--- src/rtl/atf_pkg.sv ---
// ----------------------------------------------------------------------------
// atf_pkg
// Shared widths, constants and the CORDIC arctangent table for the
// accelerometer tilt block.
// ----------------------------------------------------------------------------
package atf_pkg;

    localparam int CORDIC_STEPS_DEF = 16;
    localparam int MAX_STEPS        = 24;

    localparam int SAMPLE_W = 16;
    localparam int SQ_W     = 31;   // square of a 16-bit sample
    localparam int SUM_W    = 32;   // sum of two squares
    localparam int RAD_W    = 48;   // sum with 16 fraction bits
    localparam int ROOT_W   = 24;
    localparam int REM_W    = 27;
    localparam int SQRT_STEPS = 24;
    localparam int NABS_W   = 17;   // |sample|, up to 32768
    localparam int Y0_W     = 25;   // |sample| * 256
    localparam int XY_W     = 27;   // CORDIC datapath, covers the gain
    localparam int ACC_W    = 25;   // angle accumulator, 2^-16 degree
    localparam int ANGLE_W  = 16;
    localparam int LIMIT_W  = 16;

    localparam logic [14:0] RIGHT_ANGLE   = 15'd23040;
    localparam logic [15:0] LIMIT_RESET   = 16'd15;

    // atan(2^-i) in 2^-16 degree, rounded
    function automatic logic [22:0] atan_entry(input logic [4:0] idx);
        logic [22:0] v;
        unique case (idx)
            5'd0:    v = 23'd2949120;
            5'd1:    v = 23'd1740967;
            5'd2:    v = 23'd919879;
            5'd3:    v = 23'd466945;
            5'd4:    v = 23'd234379;
            5'd5:    v = 23'd117304;
            5'd6:    v = 23'd58666;
            5'd7:    v = 23'd29335;
            5'd8:    v = 23'd14668;
            5'd9:    v = 23'd7334;
            5'd10:   v = 23'd3667;
            5'd11:   v = 23'd1833;
            5'd12:   v = 23'd917;
            5'd13:   v = 23'd458;
            5'd14:   v = 23'd229;
            5'd15:   v = 23'd115;
            5'd16:   v = 23'd57;
            5'd17:   v = 23'd29;
            5'd18:   v = 23'd14;
            5'd19:   v = 23'd7;
            5'd20:   v = 23'd4;
            5'd21:   v = 23'd2;
            5'd22:   v = 23'd1;
            default: v = 23'd0;
        endcase
        return v;
    endfunction

endpackage

--- src/rtl/atf_isqrt.sv ---
// ----------------------------------------------------------------------------
// atf_isqrt
// Digit-by-digit integer square root of (sum << 16), one result bit per cycle.
// ----------------------------------------------------------------------------
module atf_isqrt
    import atf_pkg::*;
(
    input  logic              clk,
    input  logic              rst_n,
    input  logic              start,
    input  logic [SUM_W-1:0]  radicand,
    output logic [ROOT_W-1:0] root,
    output logic              done
);

    localparam int CNT_W = $clog2(SQRT_STEPS);

    logic [RAD_W-1:0]  rad_reg;
    logic [REM_W-1:0]  rem_reg;
    logic [ROOT_W-1:0] root_reg;
    logic [CNT_W-1:0]  cnt_reg;
    logic              busy_reg;
    logic              done_reg;

    logic [REM_W-1:0]  rem_sh;
    logic [REM_W-1:0]  trial;
    logic              take;

    assign rem_sh = {rem_reg[REM_W-3:0], rad_reg[RAD_W-1 -: 2]};
    assign trial  = REM_W'({root_reg, 2'b01});
    assign take   = (rem_sh >= trial);

    always_ff @(posedge clk or negedge rst_n)
    begin
        if (!rst_n)
        begin
            busy_reg <= 1'b0;
            done_reg <= 1'b0;
            cnt_reg  <= '0;
        end
        else
        begin
            done_reg <= 1'b0;
            if (start)
            begin
                busy_reg <= 1'b1;
                cnt_reg  <= '0;
            end
            else if (busy_reg)
            begin
                cnt_reg <= cnt_reg + 1'b1;
                if (cnt_reg == CNT_W'(SQRT_STEPS - 1))
                begin
                    busy_reg <= 1'b0;
                    done_reg <= 1'b1;
                end
            end
        end
    end

    always_ff @(posedge clk)
    begin
        if (start)
        begin
            rad_reg  <= {radicand, 16'h0000};
            rem_reg  <= '0;
            root_reg <= '0;
        end
        else if (busy_reg)
        begin
            rad_reg <= {rad_reg[RAD_W-3:0], 2'b00};
            if (take)
            begin
                rem_reg  <= rem_sh - trial;
                root_reg <= {root_reg[ROOT_W-2:0], 1'b1};
            end
            else
            begin
                rem_reg  <= rem_sh;
                root_reg <= {root_reg[ROOT_W-2:0], 1'b0};
            end
        end
    end

    assign root = root_reg;
    assign done = done_reg;

endmodule

--- src/rtl/atf_cordic.sv ---
// ----------------------------------------------------------------------------
// atf_cordic
// Vectoring CORDIC, one micro-rotation per cycle; accumulates the angle of
// (x0, y0) in 2^-16 degree.
// ----------------------------------------------------------------------------
module atf_cordic
    import atf_pkg::*;
#(
    parameter int CORDIC_STEPS = CORDIC_STEPS_DEF
)
(
    input  logic                    clk,
    input  logic                    rst_n,
    input  logic                    start,
    input  logic [ROOT_W-1:0]       x0,
    input  logic [Y0_W-1:0]         y0,
    output logic signed [ACC_W-1:0] acc,
    output logic                    done
);

    localparam int CNT_W = $clog2(CORDIC_STEPS);

    logic signed [XY_W-1:0]  x_reg;
    logic signed [XY_W-1:0]  y_reg;
    logic signed [ACC_W-1:0] acc_reg;
    logic [CNT_W-1:0]        cnt_reg;
    logic                    busy_reg;
    logic                    done_reg;

    logic signed [XY_W-1:0]  x_sh;
    logic signed [XY_W-1:0]  y_sh;
    logic signed [ACC_W-1:0] ang;

    // arithmetic shift rounds toward minus infinity
    assign x_sh = x_reg >>> cnt_reg;
    assign y_sh = y_reg >>> cnt_reg;
    assign ang  = signed'(ACC_W'(atan_entry(5'(cnt_reg))));

    always_ff @(posedge clk or negedge rst_n)
    begin
        if (!rst_n)
        begin
            busy_reg <= 1'b0;
            done_reg <= 1'b0;
            cnt_reg  <= '0;
        end
        else
        begin
            done_reg <= 1'b0;
            if (start)
            begin
                busy_reg <= 1'b1;
                cnt_reg  <= '0;
            end
            else if (busy_reg)
            begin
                cnt_reg <= cnt_reg + 1'b1;
                if (cnt_reg == CNT_W'(CORDIC_STEPS - 1))
                begin
                    busy_reg <= 1'b0;
                    done_reg <= 1'b1;
                end
            end
        end
    end

    always_ff @(posedge clk)
    begin
        if (start)
        begin
            x_reg   <= signed'(XY_W'(x0));
            y_reg   <= signed'(XY_W'(y0));
            acc_reg <= '0;
        end
        else if (busy_reg)
        begin
            if (!y_reg[XY_W-1])
            begin
                x_reg   <= x_reg + y_sh;
                y_reg   <= y_reg - x_sh;
                acc_reg <= acc_reg + ang;
            end
            else
            begin
                x_reg   <= x_reg - y_sh;
                y_reg   <= y_reg + x_sh;
                acc_reg <= acc_reg - ang;
            end
        end
    end

    assign acc  = acc_reg;
    assign done = done_reg;

endmodule

--- src/rtl/accel_tilt_with_fault_tracking.sv ---
// ----------------------------------------------------------------------------
// accel_tilt_with_fault_tracking
// Sequence: a failed read goes straight to the finish state; a good read first
//   squares the three samples in turn on the shared multiplier, then per angle
//   (roll, then pitch) runs the root and the CORDIC unless a zero input skips them.
// Throughput: one read at a time; in_ready is high only while idle.
// Reset: angles, fail count and fault flag clear, error_limit returns to 15.
// ----------------------------------------------------------------------------
module accel_tilt_with_fault_tracking
    import atf_pkg::*;
#(
    parameter int CORDIC_STEPS = CORDIC_STEPS_DEF
)
(
    input  logic                      clk,
    input  logic                      rst_n,
    input  logic                      psel,
    input  logic                      penable,
    input  logic                      pwrite,
    input  logic [2:0]                paddr,
    input  logic [31:0]               pwdata,
    output logic [31:0]               prdata,
    output logic                      pready,
    input  logic                      in_valid,
    output logic                      in_ready,
    input  logic                      read_ok,
    input  logic signed [SAMPLE_W-1:0] accel_x,
    input  logic signed [SAMPLE_W-1:0] accel_y,
    input  logic signed [SAMPLE_W-1:0] accel_z,
    output logic                      out_valid,
    input  logic                      out_ready,
    output logic signed [ANGLE_W-1:0] pitch_angle,
    output logic signed [ANGLE_W-1:0] roll_angle,
    output logic                      angles_valid,
    output logic                      sensor_failed
);

    typedef enum logic [2:0] {
        S_IDLE,
        S_MUL,
        S_PREP,
        S_ROOT,
        S_ROT,
        S_FIN
    } state_t;

    localparam logic REG_LIMIT = 1'b0;

    state_t                     state_reg;
    logic [1:0]                 mcnt_reg;
    logic                       pass_reg;
    logic [LIMIT_W-1:0]         limit_reg;
    logic [LIMIT_W-1:0]         count_reg;
    logic                       fault_reg;
    logic signed [ANGLE_W-1:0]  pitch_reg;
    logic signed [ANGLE_W-1:0]  roll_reg;
    logic signed [SAMPLE_W-1:0] x_reg;
    logic signed [SAMPLE_W-1:0] y_reg;
    logic signed [SAMPLE_W-1:0] z_reg;
    logic [SQ_W-1:0]            sqx_reg;
    logic [SQ_W-1:0]            sqy_reg;
    logic [SQ_W-1:0]            sqz_reg;
    logic [NABS_W-1:0]          nabs_reg;
    logic                       neg_reg;
    logic                       ov_reg;
    logic signed [ANGLE_W-1:0]  opitch_reg;
    logic signed [ANGLE_W-1:0]  oroll_reg;
    logic                       ofault_reg;

    logic                       cfg_wr;
    logic                       in_xfer;
    logic [LIMIT_W-1:0]         count_next;
    logic signed [SAMPLE_W-1:0] mul_op;
    logic signed [SUM_W-1:0]    mul_prod;
    logic signed [NABS_W-1:0]   num_ext;
    logic [NABS_W-1:0]          num_abs;
    logic                       num_neg;
    logic [SUM_W-1:0]           sum;
    logic                       sqrt_start;
    logic [ROOT_W-1:0]          root;
    logic                       sqrt_done;
    logic                       cordic_start;
    logic signed [ACC_W-1:0]    acc;
    logic                       cordic_done;
    logic [ACC_W-1:0]           acc_pos;
    logic [ACC_W-1:0]           acc_rnd;
    logic [14:0]                mag_deg;
    logic signed [ANGLE_W-1:0]  cordic_angle;
    logic                       fin_load;

    assign pready  = 1'b1;
    assign cfg_wr  = psel && penable && pwrite;
    assign prdata  = (paddr[2] == REG_LIMIT) ? 32'(limit_reg) : 32'h0;
    assign in_ready = (state_reg == S_IDLE);
    assign in_xfer  = in_valid && in_ready;
    assign fin_load = (state_reg == S_FIN) && (!ov_reg || out_ready);

    // failure count, saturating at the error limit
    assign count_next = (count_reg < limit_reg) ? count_reg + 1'b1 : count_reg;

    always_comb
    begin
        unique case (mcnt_reg)
            2'd0:    mul_op = x_reg;
            2'd1:    mul_op = y_reg;
            default: mul_op = z_reg;
        endcase
    end
    assign mul_prod = mul_op * mul_op;

    // roll: atan(y / |(x,z)|); pitch: atan(-x / |(y,z)|)
    always_comb
    begin
        if (!pass_reg)
        begin
            num_ext = NABS_W'(y_reg);
            num_neg = y_reg[SAMPLE_W-1];
            sum     = SUM_W'(sqx_reg) + SUM_W'(sqz_reg);
        end
        else
        begin
            num_ext = NABS_W'(x_reg);
            num_neg = !x_reg[SAMPLE_W-1] && (x_reg != '0);
            sum     = SUM_W'(sqy_reg) + SUM_W'(sqz_reg);
        end
        num_abs = num_ext[NABS_W-1] ? NABS_W'(-num_ext) : NABS_W'(num_ext);
    end

    assign sqrt_start   = (state_reg == S_PREP) && (num_abs != '0) && (sum != '0);
    assign cordic_start = (state_reg == S_ROOT) && sqrt_done;

    atf_isqrt u_isqrt (
        .clk      (clk),
        .rst_n    (rst_n),
        .start    (sqrt_start),
        .radicand (sum),
        .root     (root),
        .done     (sqrt_done)
    );

    atf_cordic #(
        .CORDIC_STEPS (CORDIC_STEPS)
    ) u_cordic (
        .clk   (clk),
        .rst_n (rst_n),
        .start (cordic_start),
        .x0    (root),
        .y0    (Y0_W'({nabs_reg, 8'h00})),
        .acc   (acc),
        .done  (cordic_done)
    );

    // clamp at zero, round to 1/256 degree, clamp at 90 degrees, apply sign
    always_comb
    begin
        acc_pos = acc[ACC_W-1] ? '0 : acc;
        acc_rnd = (acc_pos + ACC_W'(128)) >> 8;
        if (acc_rnd > ACC_W'(RIGHT_ANGLE))
            mag_deg = RIGHT_ANGLE;
        else
            mag_deg = acc_rnd[14:0];
        cordic_angle = neg_reg ? -signed'(ANGLE_W'(mag_deg)) : signed'(ANGLE_W'(mag_deg));
    end

    always_ff @(posedge clk or negedge rst_n)
    begin
        if (!rst_n)
        begin
            state_reg  <= S_IDLE;
            mcnt_reg   <= '0;
            pass_reg   <= 1'b0;
            limit_reg  <= LIMIT_RESET;
            count_reg  <= '0;
            fault_reg  <= 1'b0;
            pitch_reg  <= '0;
            roll_reg   <= '0;
            ov_reg     <= 1'b0;
            opitch_reg <= '0;
            oroll_reg  <= '0;
            ofault_reg <= 1'b0;
        end
        else
        begin
            if (cfg_wr && (paddr[2] == REG_LIMIT))
                limit_reg <= pwdata[LIMIT_W-1:0];

            if (fin_load)
                ov_reg <= 1'b1;
            else if (out_ready)
                ov_reg <= 1'b0;

            if (fin_load)
            begin
                opitch_reg <= pitch_reg;
                oroll_reg  <= roll_reg;
                ofault_reg <= fault_reg;
            end

            unique case (state_reg)
                S_IDLE:
                begin
                    if (in_xfer)
                    begin
                        if (read_ok)
                        begin
                            count_reg <= '0;
                            fault_reg <= 1'b0;
                            mcnt_reg  <= '0;
                            pass_reg  <= 1'b0;
                            state_reg <= S_MUL;
                        end
                        else
                        begin
                            count_reg <= count_next;
                            if (count_next >= limit_reg)
                                fault_reg <= 1'b1;
                            state_reg <= S_FIN;
                        end
                    end
                end
                S_MUL:
                begin
                    mcnt_reg <= mcnt_reg + 1'b1;
                    if (mcnt_reg == 2'd2)
                        state_reg <= S_PREP;
                end
                S_PREP:
                begin
                    if (sqrt_start)
                        state_reg <= S_ROOT;
                    else
                    begin
                        // zero numerator gives 0, zero magnitude gives +-90 degrees
                        if (!pass_reg)
                        begin
                            roll_reg <= (num_abs == '0) ? '0 :
                                        (num_neg ? -signed'(ANGLE_W'(RIGHT_ANGLE))
                                                 : signed'(ANGLE_W'(RIGHT_ANGLE)));
                            pass_reg <= 1'b1;
                        end
                        else
                        begin
                            pitch_reg <= (num_abs == '0) ? '0 :
                                         (num_neg ? -signed'(ANGLE_W'(RIGHT_ANGLE))
                                                  : signed'(ANGLE_W'(RIGHT_ANGLE)));
                            state_reg <= S_FIN;
                        end
                    end
                end
                S_ROOT:
                begin
                    if (sqrt_done)
                        state_reg <= S_ROT;
                end
                S_ROT:
                begin
                    if (cordic_done)
                    begin
                        if (!pass_reg)
                        begin
                            roll_reg  <= cordic_angle;
                            pass_reg  <= 1'b1;
                            state_reg <= S_PREP;
                        end
                        else
                        begin
                            pitch_reg <= cordic_angle;
                            state_reg <= S_FIN;
                        end
                    end
                end
                S_FIN:
                begin
                    if (fin_load)
                        state_reg <= S_IDLE;
                end
                default:
                    state_reg <= S_IDLE;
            endcase
        end
    end

    // datapath registers
    always_ff @(posedge clk)
    begin
        if (in_xfer)
        begin
            x_reg <= accel_x;
            y_reg <= accel_y;
            z_reg <= accel_z;
        end
        if (state_reg == S_MUL)
        begin
            unique case (mcnt_reg)
                2'd0:    sqx_reg <= mul_prod[SQ_W-1:0];
                2'd1:    sqy_reg <= mul_prod[SQ_W-1:0];
                default: sqz_reg <= mul_prod[SQ_W-1:0];
            endcase
        end
        if (sqrt_start)
        begin
            nabs_reg <= num_abs;
            neg_reg  <= num_neg;
        end
    end

    assign out_valid     = ov_reg;
    assign pitch_angle   = opitch_reg;
    assign roll_angle    = oroll_reg;
    assign angles_valid  = !ofault_reg;
    assign sensor_failed = ofault_reg;

endmodule
--- config.mk ---
export PLATFORM = sky130hd
export DESIGN_NAME = accel_tilt_with_fault_tracking
export DESIGN_NICKNAME = d
export VERILOG_FILES = /design/src/rtl/atf_pkg.sv /design/src/rtl/atf_isqrt.sv /design/src/rtl/atf_cordic.sv /design/src/rtl/accel_tilt_with_fault_tracking.sv
export SDC_FILE = /design/constraint.sdc
export NUM_CORES = 2
export LEC_CHECK = 0
export BUFFER_PORTS_ARGS = -buffer_cell sky130_fd_sc_hd__buf_2
export CORE_ASPECT_RATIO = 1.75
export CORE_UTILIZATION = 25
export DETAILED_ROUTE_END_ITERATION = 16
export PLACE_DENSITY = 0.36
export RECOVER_POWER = 100
export SLEW_MARGIN = 20
export SYNTH_ARGS = -nofsm -noshare
export SYNTH_HDL_FRONTEND = slang
export SYNTH_SLANG_ARGS = --single-unit
--- constraint.sdc ---
create_clock -name clk -period 8.8 [get_ports clk]
set_clock_uncertainty 0.05 [all_clocks]
set_input_delay 0.88 -clock clk [delete_from_list [all_inputs] [get_ports clk]]
set_output_delay 0.88 -clock clk [all_outputs]
set_load 0.005 [all_outputs]
==> results.json <==
{
  "min_to": "x_reg[12]",
  "cp_max_fo": 19,
  "viasPerCell": 4.713,
  "htree_levels": 2,
  "cp.required_ps": 9180,
  "largest_register_ffs": 32,
  "crit_top_cell": "fa_1",
  "num_rows": 191,
  "synthMostInstantiatedCell": "inv_1",
  "ys.flop_type": "edfxtp_1",
  "cts_buffers": 52,
  "maxSlewHeadroom_pct": -205.4,
  "wirelength_um": 125600,
  "finalSetupViolations": 0,
  "crit_path_max_incr_delay_ps": 550,
  "ant_nets": 0,
  "synth_common_cells": "inv_1 (480), nor2_1 (387), nand2_1 (302)",
  "grt_use_total_pct": 15.92,
  "tightest_slew_ps": 4581,
  "slowest_stage": "fa_1",
  "grt_pass1_vias": 31690,
  "ys_async_sr_fraction_pct": 27.19,
  "startpoint_type": "register",
  "final_nets": 4740,
  "synth.avg_cell_area_um2": 9.607,
  "post-dp-hpwl_um": 101300,
  "timing.final.ws_setup_ps": 498.3,
  "grt_pass1_wl_um": 192200,
  "synthToLayoutAreaGrowth_pct": 11.56,
  "synth_edf_count": 229,
  "hold_viol_final": 0,
  "whs_ps": 360.0,
  "core-area_um2": 154900,
  "grt_remaining_overflow": 0,
  "synth_top_area_share_pct": 17.60,
  "netlist_area_um2": 39080,
  "critical_path_class": "register to register",
  "post-cts-setup-buffers": 0,
  "rsz0062_at_grt": "no",
  "drv_slew": 457,
  "cp_num_buf_inv": 7,
  "antenna_found_initial": 4,
  "clk_latency_ps": 650,
  "grt_start_max_net_pins": 77,
  "port_buffers": 124,
  "reg2reg_depth": 28,
  "drt-initial-drc-count": 1137,
  "reg2reg_to": "sqz_reg[29]",
  "cts_num_sinks": 434,
  "hold_start": "accel_x[12]",
  "hp-class": "input pin to register",
  "die_w_um": 300.9,
  "dr.pass1.iters": 5,
  "drive_gt1_share_pct": 10.78,
  "yosys-top-cells-area": "edfxtp_1 (18%), fa_1 (12%), ha_1 (8.5%)",
  "yosys.cell_types.count": 113,
  "clk_path_buf_depth": 3,
  "fp.dieH_um": 525.0,
  "drc": 0,
  "fmax_mhz": 120.5,
  "fin_util_pct": 28.15,
  "cts_resized": 0,
  "vias": 29320,
  "r2r_start": "mcnt_reg[0]",
  "ctsHoldBuffers": 0,
  "synth-seq-area-share_pct": 29.62,
  "cp.arrival_ps": 8680,
  "worst-r2r-setup-slack_ps": 500,
  "crit_path_start": "mcnt_reg[0]",
  "finalCriticalPeriod_ps": 8302,
  "place_ws_ps": 366.9,
  "ios": 160,
  "status": "finished with violations",
  "synthCells": 4068,
  "initial_core_util_pct": 25.24,
  "wire_per_inst_um": 20.19,
  "setup_tns_ps": 0,
  "cts_tree": "yes",
  "end_kind": "register",
  "yosysTopAreaCell": "edfxtp_1",
  "cts.reportedPaths.clkPinSlew_ps": 60,
  "gp_congestion": 0.8117,
  "maxCapViolCount": 11,
  "hold-path-cell-count": 1,
  "dieArea_um2": 158000,
  "fin_crit_sh_pct": 94.34,
  "path_delay_family": "adder cells",
  "violations": "capacitance limit, slew limit",
  "synth_seq_cells": 434,
  "root_buffer": "clkbuf_16",
  "synth_warnings": 0
}
-- metal layers --
layer | vias up | GRT usage, % | share of wire [%] | routed length [µm]
met2 | 388 | 33.52 | 59 | 74420
met4 | 0 | 5.922 | 3.7 | 4679
met5 | - | 0 | 0 | 0
li1 | 14270 | - | - | -
met1 | 14510 | 15.43 | 35 | 44170
met3 | 155 | 1.207 | 1.9 | 2352
-- cells in the final DEF, fill, tap and decap left out, types with 21 or more instances in the layout --
cell type,count
a211oi_1,43
a21o_1,88
a21oi_1,226
a22o_1,22
a31oi_1,33
and3_1,38
buf_2,89
buf_4,47
clkbuf_1,59
clkbuf_16,54
dfrtp_1,110
dfxtp_1,86
edfxtp_1,229
fa_1,232
ha_1,267
inv_1,479
mux2_1,38
mux2_2,107
mux2i_1,118
mux4_2,59
nand2_1,302
nand2b_1,24
nand3_1,61
nand4_1,31
nor2_1,387
nor2b_1,40
nor3_1,63
o21a_1,26
o21ai_0,160
o31ai_1,21
xnor2_1,156
xor2_1,108
-- cells by family after synthesis --
logic type | share of synthesized area (%)
adders and majority gates | 20.43
muxes | 10.84
buffers and inverters | 6.848
xor gates and xnor gates | 5.916
AOI/OAI and AO/OA | 13.42
and+or+nand+nor | 12.90
DFF | 29.62
other | 0.01922
-- through the flow --
stage | instances | cell area, µm²
2_1_floorplan | 4084 | 39140
3_3_place_gp | 6121 | 42020
3_5_place_dp | 6122 | 42030
4_1_cts | 6219 | 43860
5_1_grt | 6220 | 43600
6_report | 6221 | 43600
-- worst max-delay path by stage --
stage               depth (start not counted)           to  slack [ps]
finish                                     28  sqz_reg[29]         500
global route                               14  roll_reg[9]          40
CTS                                        28  sqy_reg[29]         310
detailed placement                         28  sqx_reg[29]         370
global placement                           28  sqx_reg[29]         490
floorplan                                  29  sqx_reg[30]         960
-- cell type report --
type                       instances  area (µm²)
fill                           16650      111300
sequential                       434       11580
clock inverter                    31       424.2
timing repair buffer             192        1033
multi-input combinational       2980       24770
antenna                            2       5.005
inverter                         490        1843
tap                             2026        2535
clock buffer                      66        1406
Power is not shown: default switching activity piles up to over one toggle a cycle in this logic, so the estimate is an artifact.
